## src/rtl/mwlfo_pkg.sv

```systemverilog
// Package for the multi-wave software LFO: widths, codes, state encoding
// and the request bundle of the shared multiplier.
// No dependencies.
`default_nettype none

package mwlfo_pkg;

  localparam int VALUE_BITS = 16;   // width of the wrapping LFO value (16 to 32)
  localparam int MUL_A_W    = 17;
  localparam int MUL_B_W    = 17;
  localparam int MUL_P_W    = MUL_A_W + MUL_B_W;

  typedef enum logic [2:0] {
    WAVE_TRI      = 3'd0,
    WAVE_SAW      = 3'd1,
    WAVE_SQUARE   = 3'd2,
    WAVE_RAND     = 3'd3,
    WAVE_TRI_ONE  = 3'd4,
    WAVE_TRI_SQ   = 3'd5,
    WAVE_ONESHOT  = 3'd6,
    WAVE_RAND_ALT = 3'd7
  } wave_e;

  typedef enum logic [2:0] {
    REG_WAVEFORM      = 3'd0,
    REG_SPEED         = 3'd1,
    REG_INITIAL_STEP  = 3'd2,
    REG_HALF_PERIOD   = 3'd3,
    REG_START_DELAY   = 3'd4,
    REG_DEPTH_RATE    = 3'd5,
    REG_DEPTH_CHANGE  = 3'd6,
    REG_DEPTH_REPEATS = 3'd7
  } reg_idx_e;

  typedef enum logic {
    KIND_RESTART = 1'b0,
    KIND_ADVANCE = 1'b1
  } kind_e;

  typedef enum logic [2:0] {
    S_IDLE,
    S_ITER,
    S_MUL,
    S_MUL2,
    S_WAVE,
    S_DEPTH,
    S_DONE
  } state_e;

  typedef struct packed {
    logic               en;
    logic [MUL_A_W-1:0] a;
    logic [MUL_B_W-1:0] b;
  } mul_req_t;

endpackage

`default_nettype wire

```

## src/rtl/multi_wave_software_lfo.sv

```systemverilog
// Multi-wave software LFO top level: config registers, sequencer, output register.
// Depends on mwlfo_pkg and mwlfo_mul.
//
// Usage: configuration is written through cfg_we_i/cfg_idx_i/cfg_data_i while
// the block is idle. Requests arrive on the in_valid_i/in_ready_o channel;
// each request gives exactly one result on out_valid_o/out_ready_i.
// A restart request or a request that only consumes start delay goes from idle
// straight to the done state. An advance runs 'steps' LFO iterations in turn on
// a single sequencer: a step is the iteration state alone when the speed divider
// does not fire; else the wave state follows, straight for triangle, saw and
// one-shot, after one shared-multiplier pass for squared triangle and square,
// after two for random, plus the depth state for a depth-modulation update.
// in_ready_o is high only while the sequencer is idle; one request at a time.
// The finished result sits in an output register, so a new request is taken
// while the receiver stalls; only a second result waits for the first to go.
// Reset sets all but the data registers to their reset values, speed and depth
// rate to 1; old_q, rw_q, amp_q, out_value_q and out_changed_q are not reset.
`default_nettype none

module multi_wave_software_lfo
  import mwlfo_pkg::*;
(
  input  wire logic              clk_i,
  input  wire logic              rst_ni,
  input  wire logic              cfg_we_i,
  input  wire logic        [2:0] cfg_idx_i,
  input  wire logic        [7:0] cfg_data_i,
  input  wire logic              in_valid_i,
  output logic                   in_ready_o,
  input  wire logic              kind_i,
  input  wire logic        [7:0] steps_i,
  input  wire logic       [15:0] random_word_i,
  output logic                   out_valid_o,
  input  wire logic              out_ready_i,
  output logic signed     [15:0] lfo_value_o,
  output logic                   changed_o
);

  // configuration
  wave_e             waveform_q;
  logic        [7:0] speed_q, half_period_q, start_delay_q, depth_rate_q, depth_repeats_q;
  logic signed [7:0] initial_step_q, depth_change_q;

  // LFO state
  logic        [7:0] delay_q, delay_d;
  logic        [7:0] spd_q, spd_d;
  logic signed [7:0] step_q, step_d;
  logic        [8:0] time_q, time_d;
  logic [VALUE_BITS-1:0] value_q, value_d;
  logic        [7:0] drc_q, drc_d;
  logic        [7:0] dleft_q, dleft_d;

  // sequencer
  state_e            state_q, state_d;
  logic        [7:0] n_q, n_d;
  logic [VALUE_BITS-1:0] old_q, old_d;
  logic       [15:0] rw_q, rw_d;
  logic       [15:0] amp_q, amp_d;
  logic              neg_pend_q, neg_pend_d;

  // output register
  logic              out_valid_q, out_valid_d;
  logic signed [15:0] out_value_q, out_value_d;
  logic              out_changed_q, out_changed_d;

  mul_req_t           mul_req;
  logic [MUL_P_W-1:0] prod;
  logic         [8:0] step_mag;

  function automatic logic signed [7:0] neg8(input logic signed [7:0] s);
    logic signed [7:0] r;
    r = (s == -8'sd128) ? 8'sd127 : -s;
    return r;
  endfunction

  mwlfo_mul u_mul (
    .clk_i  (clk_i),
    .req_i  (mul_req),
    .prod_o (prod)
  );

  // magnitude of the step, 128 for the most negative code
  assign step_mag = step_q[7] ? (9'd0 - {step_q[7], step_q}) : {1'b0, step_q};

  always_ff @(posedge clk_i or negedge rst_ni) begin
    if (!rst_ni) begin
      waveform_q      <= WAVE_TRI;
      speed_q         <= 8'd1;
      initial_step_q  <= '0;
      half_period_q   <= '0;
      start_delay_q   <= '0;
      depth_rate_q    <= 8'd1;
      depth_change_q  <= '0;
      depth_repeats_q <= '0;
    end else if (cfg_we_i) begin
      unique case (reg_idx_e'(cfg_idx_i))
        REG_WAVEFORM:      waveform_q      <= wave_e'(cfg_data_i[2:0]);
        REG_SPEED:         speed_q         <= cfg_data_i;
        REG_INITIAL_STEP:  initial_step_q  <= cfg_data_i;
        REG_HALF_PERIOD:   half_period_q   <= cfg_data_i;
        REG_START_DELAY:   start_delay_q   <= cfg_data_i;
        REG_DEPTH_RATE:    depth_rate_q    <= cfg_data_i;
        REG_DEPTH_CHANGE:  depth_change_q  <= cfg_data_i;
        REG_DEPTH_REPEATS: depth_repeats_q <= cfg_data_i;
        default: ;
      endcase
    end
  end

  always_ff @(posedge clk_i or negedge rst_ni) begin
    if (!rst_ni) begin
      state_q     <= S_IDLE;
      delay_q     <= '0;
      spd_q       <= '0;
      step_q      <= '0;
      time_q      <= '0;
      value_q     <= '0;
      drc_q       <= '0;
      dleft_q     <= '0;
      n_q         <= '0;
      neg_pend_q  <= 1'b0;
      out_valid_q <= 1'b0;
    end else begin
      state_q     <= state_d;
      delay_q     <= delay_d;
      spd_q       <= spd_d;
      step_q      <= step_d;
      time_q      <= time_d;
      value_q     <= value_d;
      drc_q       <= drc_d;
      dleft_q     <= dleft_d;
      n_q         <= n_d;
      neg_pend_q  <= neg_pend_d;
      out_valid_q <= out_valid_d;
    end
  end

  always_ff @(posedge clk_i) begin
    old_q         <= old_d;
    rw_q          <= rw_d;
    amp_q         <= amp_d;
    out_value_q   <= out_value_d;
    out_changed_q <= out_changed_d;
  end

  always_comb begin
    logic [8:0]            t;
    logic                  rev;
    logic [VALUE_BITS-1:0] sum;
    logic [VALUE_BITS-1:0] mag;
    logic [VALUE_BITS-1:0] term;
    logic [VALUE_BITS-1:0] step_x;
    logic signed [9:0]     a;
    logic signed [9:0]     s_x;
    logic signed [9:0]     dc_x;
    logic signed [7:0]     s;
    logic [7:0]            dr;

    state_d       = state_q;
    delay_d       = delay_q;
    spd_d         = spd_q;
    step_d        = step_q;
    time_d        = time_q;
    value_d       = value_q;
    drc_d         = drc_q;
    dleft_d       = dleft_q;
    n_d           = n_q;
    old_d         = old_q;
    rw_d          = rw_q;
    amp_d         = amp_q;
    neg_pend_d    = neg_pend_q;
    out_valid_d   = out_valid_q & ~out_ready_i;
    out_value_d   = out_value_q;
    out_changed_d = out_changed_q;
    mul_req.en    = 1'b0;
    mul_req.a     = MUL_A_W'(step_mag);
    mul_req.b     = (waveform_q == WAVE_TRI_SQ) ? MUL_B_W'(step_mag) : MUL_B_W'(time_q);

    step_x = {{(VALUE_BITS-8){step_q[7]}}, step_q};
    mag    = VALUE_BITS'(prod[16:0]);
    term   = step_q[7] ? (VALUE_BITS'(0) - mag) : mag;
    t      = time_q;
    rev    = 1'b0;
    sum    = value_q + step_x;
    a      = '0;
    s      = step_q;
    dr     = drc_q;
    s_x    = {{2{step_q[7]}}, step_q};
    dc_x   = {{2{depth_change_q[7]}}, depth_change_q};

    unique case (state_q)
      S_IDLE: begin
        if (in_valid_i) begin
          old_d = value_q;
          rw_d  = random_word_i;
          if (kind_e'(kind_i) == KIND_RESTART) begin
            value_d = '0;
            delay_d = start_delay_q;
            step_d  = initial_step_q;
            time_d  = {1'b0, half_period_q};
            dleft_d = depth_repeats_q;
            if (waveform_q == WAVE_SQUARE || waveform_q == WAVE_RAND) begin
              spd_d = 8'd1;
            end else begin
              spd_d = speed_q + 8'd1;
            end
            state_d = S_DONE;
          end else if (delay_q != 8'd0) begin
            delay_d = delay_q - 8'd1;
            state_d = S_DONE;
          end else begin
            n_d     = steps_i;
            state_d = S_ITER;
          end
        end
      end

      S_ITER: begin
        if (n_q == 8'd0) begin
          state_d = S_DONE;
        end else begin
          n_d = n_q - 8'd1;
          if (spd_q != 8'd1) begin
            if (spd_q != 8'd255) begin
              spd_d = spd_q - 8'd1;
            end
          end else begin
            spd_d = speed_q;
            case (waveform_q) inside
              WAVE_SQUARE, WAVE_RAND, WAVE_RAND_ALT, WAVE_TRI_SQ: state_d = S_MUL;
              default:                                            state_d = S_WAVE;
            endcase
          end
        end
      end

      S_MUL: begin
        mul_req.en = 1'b1;
        if (waveform_q == WAVE_RAND || waveform_q == WAVE_RAND_ALT) begin
          state_d = S_MUL2;
        end else begin
          state_d = S_WAVE;
        end
      end

      S_MUL2: begin
        // second pass: random word times (2*amp + 1)
        mul_req.en = 1'b1;
        mul_req.a  = MUL_A_W'(rw_q);
        mul_req.b  = {prod[15:0], 1'b1};
        amp_d      = prod[15:0];
        state_d    = S_WAVE;
      end

      S_WAVE: begin
        state_d = S_ITER;
        case (waveform_q) inside
          WAVE_TRI, WAVE_TRI_ONE, WAVE_TRI_SQ: begin
            sum = value_q + ((waveform_q == WAVE_TRI_SQ) ? term : step_x);
            value_d = sum;
            if (t != 9'd255) begin
              t = t - 9'd1;
              if (t == 9'd0) begin
                t   = (waveform_q == WAVE_TRI_ONE) ? {1'b0, half_period_q}
                                                   : {half_period_q, 1'b0};
                rev = 1'b1;
              end
            end
            time_d = t;
            if (sum == '0) begin
              // depth update sees the step before the reversal
              neg_pend_d = rev;
              state_d    = S_DEPTH;
            end else if (rev) begin
              step_d = neg8(step_q);
            end
          end
          WAVE_SQUARE: begin
            value_d    = term;
            neg_pend_d = 1'b1;
            state_d    = S_DEPTH;
          end
          WAVE_ONESHOT: begin
            if (time_q != 9'd0) begin
              if (time_q != 9'd255) begin
                time_d = time_q - 9'd1;
              end
              value_d = sum;
            end
          end
          WAVE_SAW: begin
            value_d = sum;
            if (t != 9'd255) begin
              t = t - 9'd1;
              if (t == 9'd0) begin
                value_d    = VALUE_BITS'(0) - sum;
                neg_pend_d = 1'b0;
                state_d    = S_DEPTH;
                t          = {half_period_q, 1'b0};
              end
            end
            time_d = t;
          end
          default: begin
            // random: amp - r, r spans 0 .. 2*amp
            value_d    = VALUE_BITS'(amp_q) - VALUE_BITS'(prod[MUL_P_W-1:16]);
            neg_pend_d = 1'b0;
            state_d    = S_DEPTH;
          end
        endcase
      end

      S_DEPTH: begin
        dr = drc_q - 8'd1;
        if (dr == 8'd0) begin
          dr = depth_rate_q;
          if (dleft_q != 8'd0) begin
            if (dleft_q <= 8'd127) begin
              dleft_d = dleft_q - 8'd1;
            end
            if (step_q[7]) begin
              a = dc_x - s_x;
              if (a < 10'sd128) begin
                s = 8'(-a);
              end else begin
                s = depth_change_q[7] ? 8'sd0 : -8'sd127;
              end
            end else begin
              a = s_x + dc_x;
              if (a < 10'sd128) begin
                s = a[7:0];
              end else begin
                s = depth_change_q[7] ? 8'sd0 : 8'sd127;
              end
            end
          end
        end
        drc_d   = dr;
        step_d  = neg_pend_q ? neg8(s) : s;
        state_d = S_ITER;
      end

      S_DONE: begin
        if (!out_valid_q || out_ready_i) begin
          out_valid_d   = 1'b1;
          out_value_d   = value_q[15:0];
          out_changed_d = (value_q != old_q);
          state_d       = S_IDLE;
        end
      end

      default: state_d = S_IDLE;
    endcase
  end

  assign in_ready_o  = (state_q == S_IDLE);
  assign out_valid_o = out_valid_q;
  assign lfo_value_o = out_value_q;
  assign changed_o   = out_changed_q;

  a_accept_busy: assert property (@(posedge clk_i) disable iff (!rst_ni)
    (in_valid_i && in_ready_o) |=> (state_q != S_IDLE))
    else $error("request accepted but sequencer stayed idle");

  a_mul2_order: assert property (@(posedge clk_i) disable iff (!rst_ni)
    (state_q == S_MUL2) |-> ($past(state_q) == S_MUL))
    else $error("second multiplier pass without first");

  a_mul_wave: assert property (@(posedge clk_i) disable iff (!rst_ni)
    (state_q == S_MUL) |-> (waveform_q == WAVE_SQUARE || waveform_q == WAVE_RAND ||
                            waveform_q == WAVE_RAND_ALT || waveform_q == WAVE_TRI_SQ))
    else $error("multiplier used for a waveform that needs none");

  a_done_out: assert property (@(posedge clk_i) disable iff (!rst_ni)
    (state_q == S_DONE && !out_valid_q) |=> out_valid_q)
    else $error("result not loaded into free output register");

endmodule

`default_nettype wire

```

## src/rtl/mwlfo_mul.sv

```systemverilog
// Shared unsigned multiplier with registered product.
// Depends on mwlfo_pkg for operand widths and the request bundle.
`default_nettype none

module mwlfo_mul
  import mwlfo_pkg::*;
(
  input  wire logic               clk_i,
  input  wire mul_req_t           req_i,
  output logic      [MUL_P_W-1:0] prod_o
);

  logic [MUL_P_W-1:0] prod_q;

  always_ff @(posedge clk_i) begin
    if (req_i.en) begin
      prod_q <= MUL_P_W'(req_i.a) * MUL_P_W'(req_i.b);
    end
  end

  assign prod_o = prod_q;

endmodule

`default_nettype wire

```

## config.mk

```make
export PLATFORM = sky130hd
export DESIGN_NAME = multi_wave_software_lfo
export DESIGN_NICKNAME = d
export VERILOG_FILES = /design/src/rtl/mwlfo_pkg.sv /design/src/rtl/multi_wave_software_lfo.sv /design/src/rtl/mwlfo_mul.sv
export SDC_FILE = /design/constraint.sdc
export NUM_CORES = 1
export LEC_CHECK = 0
export BUFFER_PORTS_ARGS = -buffer_cell sky130_fd_sc_hd__clkbuf_2
export CORE_MARGIN = 3
export CORE_UTILIZATION = 60
export CTS_BUF_LIST = sky130_fd_sc_hd__clkbuf_8
export CTS_CLUSTER_SIZE = 24
export DETAILED_ROUTE_END_ITERATION = 8
export PLACE_DENSITY = 0.86
export RECOVER_POWER = 50
export SYNTH_ARGS = -nofsm -noshare
export SYNTH_HDL_FRONTEND = slang
export SYNTH_SLANG_ARGS = --single-unit
```

## constraint.sdc

```tcl
create_clock -name clk_i -period 8.75 [get_ports clk_i]
set_clock_uncertainty 0.05 [all_clocks]
set_input_delay 0.875 -clock clk_i [delete_from_list [all_inputs] [get_ports clk_i]]
set_output_delay 0.875 -clock clk_i [all_outputs]
set_load 0.005 [all_outputs]
```

==> impl_metrics.yaml <==
yosys:
  ys.flop_type: "dfrtp_1"
  synthArstFlopShare: 0.585
  yosys_warnings: 0
  synth_top_area_share: 0.173
  synth.most_common_cell: "inv_1"
  yosysSeqAreaShare: 0.258
  synth_area_mm2: 0.0245
  synth_nets: 3176
  avgSynthCellArea_um2: 8.96
  netlist_instances: 2741
  ys_seq_elements: 234
  synth_area_leaders: "fa_1 (17%), dfrtp_1 (14%), edfxtp_1 (12%), ha_1 (9.3%), inv_1 (4.8%)"
  synth.top_cells.by_count: "inv_1 (317), nand2_1 (259), fa_1 (212)"
  ys_types: 84
  synth_enable_flop_cells: 97
  yosysTopAreaCell: "fa_1"
setup_path:
  crit_path_end_kind: "register"
  startpoint_type: "register"
  arrival_ps: 8590
  cp.required_ps: 9000
  slowest_stage: "o31ai_1"
  critical_path.max_stage_delay_ps: 570
  path_class: "reg -> reg"
  r2r-end: "u_mul.prod_o[31]"
  regToRegSetupSlack_ps: 410
  critPathCapture: "u_mul.prod_o[31]"
  rr_startpoint: "step_q[1]"
  reg2regPathDepth: 31
  cp_max_fo: 8
  critPathLaunch: "step_q[1]"
cells_and_area:
  design_area_mm2: 0.0263
  drive_gt1_frac: 0.0911
  diodes: 0
  syn_to_final_growth_pct: 7.24
  finalNonFillerCells: 3314
  finalNetCount: 3192
global_route:
  grt_pass1_vias: 21850
  grt_max_degree: 77
  gr-total-overflow: 0
  grt_pass1_wl_um: 115000
  grt_use_total: 0.328
  grt_antenna_before_repair: 0
placed_design:
  portBuffers: 59
  gp_congestion: 0.983
  place_inst: 3238
  place_hpwl_um: 53900
  placed_area_mm2: 0.0253
clock_tree:
  cts_sinks: 234
  insertion_delay_ps: 600
  clock_path_buffers: 3
  htreeDepth: 2
  post_cts_buffers: 0
  tritoncts: "done"
  path_clk_slew_ps: 60
  cts_made_buffers: 42
  hold_buffers: 0
  cts_resized: 0
  cts_root_buf: "clkbuf_8"
sta:
  hold_slack_ps: 398
  finalSetupTns_ps: 0
  finalCriticalPeriod_ps: 8340
  hold_violations: 0
  maxSlewHeadroom: -1.75
  fin_crit_sh: 0.953
  rsz0062_at_grt: "no"
  worst_slew_pin_slew_ps: 4130
  setup_viol_count_final: 0
  max_clock_freq_mhz: 120
  slew_viol_final: 140
route:
  route.detailed.drc: 0
  wire_per_inst_um: 21.7
  drt_iter0_drc: 2274
  via_count: 21558
  viasPerCell: 6.51
  drtAntennaViolNets: 0
  dr_wl_met2_um: 33600
  top_layer_used: "met4"
  route.met3.wl_um: 7070
  wl_met1_um: 26700
  dr.pass1.iters: 6
  wl_um: 71800
run_status:
  outcome: "complete, but fails checks"
  violations: "max-capacitance violations, max-slew violations"
worst_hold_path:
  min_path_type: "in -> reg"
die:
  fp.dieW_um: 208
  fp.dieH_um: 208
  coreArea_mm2: 0.0401
  die_area_mm2: 0.0434
  std_cell_rows: 73
  initial_utilization: 0.612
  io_pins: 60
run:
  maxCapViolations: 2
==> layer usage <==
metal  vias up  GRT usage
li1       9499          -
met2      1315      0.537
met4         0      0.169
met3       311     0.0590
met5         -          0
met1     10433      0.419
==> metrics by stage <==
step | util | setup WS [ps]
floorplan | - | 444
global placement | 0.632 | 742
detailed placement | 0.632 | 611
CTS | 0.657 | 518
global route | 0.657 | 9.36
finish | 0.657 | 409
==> sequential cells by signal (all words and copies together) (netlist names), 3 cells and up <==
signal,flops
amp_q,16
delay_q,8
depth_change_q,8
depth_rate_q,8
depth_repeats_q,8
dleft_q,8
drc_q,8
half_period_q,8
initial_step_q,8
lfo_value_o,16
n_q,8
old_q,16
rw_q,16
spd_q,8
speed_q,8
start_delay_q,8
state_q,3
step_q,8
time_q,9
u_mul.prod_o,32
value_q,16
waveform_q,3
==> worst min-delay path by stage <==
stage	from	to	slack [ps]	cells after the start
3_3_place_gp	drc_q[7]	drc_q[7]	430	1
4_1_cts	rst_ni	drc_q[6]	220	1
3_5_place_dp	drc_q[7]	drc_q[7]	440	1
2_1_floorplan	u_mul.prod_o[10]	amp_q[10]	370	0
6_report	random_word_i[8]	rw_q[8]	400	1
5_1_grt	random_word_i[8]	rw_q[8]	370	1
==> cells in the final DEF, fill, tap and decap left out, types with 9 or more instances in the layout <==
master,count
nor2b_1,14
nand3_1,71
and2_1,55
xnor2_1,72
a21o_1,29
fa_1,212
nor4_1,22
edfxtp_1,97
buf_4,29
o21a_1,18
o211ai_1,11
inv_1,321
nor3b_1,14
and3_1,59
a221oi_1,10
nand4_1,14
o31a_1,9
mux2_2,58
a211oi_1,25
a31oi_1,23
clkbuf_8,48
o21bai_1,14
xor2_1,62
a21oi_1,170
or3_1,14
o21ai_0,142
mux2i_1,15
nand2_1,259
ha_1,182
dfrtp_1,135
nor3_1,66
o22ai_1,17
clkbuf_2,56
nor2_1,200
nand2b_1,28
or2_2,19
o31ai_1,22
==> cell families (layout without fill, tap and decap cells) <==
kind of cell / Yosys count / count (layout) / share of synthesized area
and+or+nand+nor: 870 / 870 / 0.172
AOI/OAI and AO/OA: 596 / 596 / 0.156
buffers and inverters: 440 / 488 / 0.0676
adders and majority gates: 394 / 394 / 0.266
DFF: 234 / 234 / 0.258
xor gates and xnor gates: 134 / 134 / 0.0478
muxes: 73 / 73 / 0.0327
==> worst max-delay path: cells and delay by family (launching register included) <==
kind | cells | cell delay (ps)
xor+xnor | 1 | 70
flops | 1 | 500
simple gates | 7 | 1230
buf+inv | 6 | 480
compound gates | 9 | 2220
fa+ha+maj | 8 | 3470
==> layout make-up <==
class / count / area, um^2
clock inverter: 28 / 353
clock buffer: 48 / 661
timing repair buffer: 94 / 548
multi-input combinational: 2067 / 16600
fill: 3123 / 13800
sequential: 234 / 6340
inverter: 318 / 1190
tap: 525 / 657
Power is left out: the tool's default activity adds up to more than one toggle a clock period on the data nets, which glitch-free logic cannot reach.
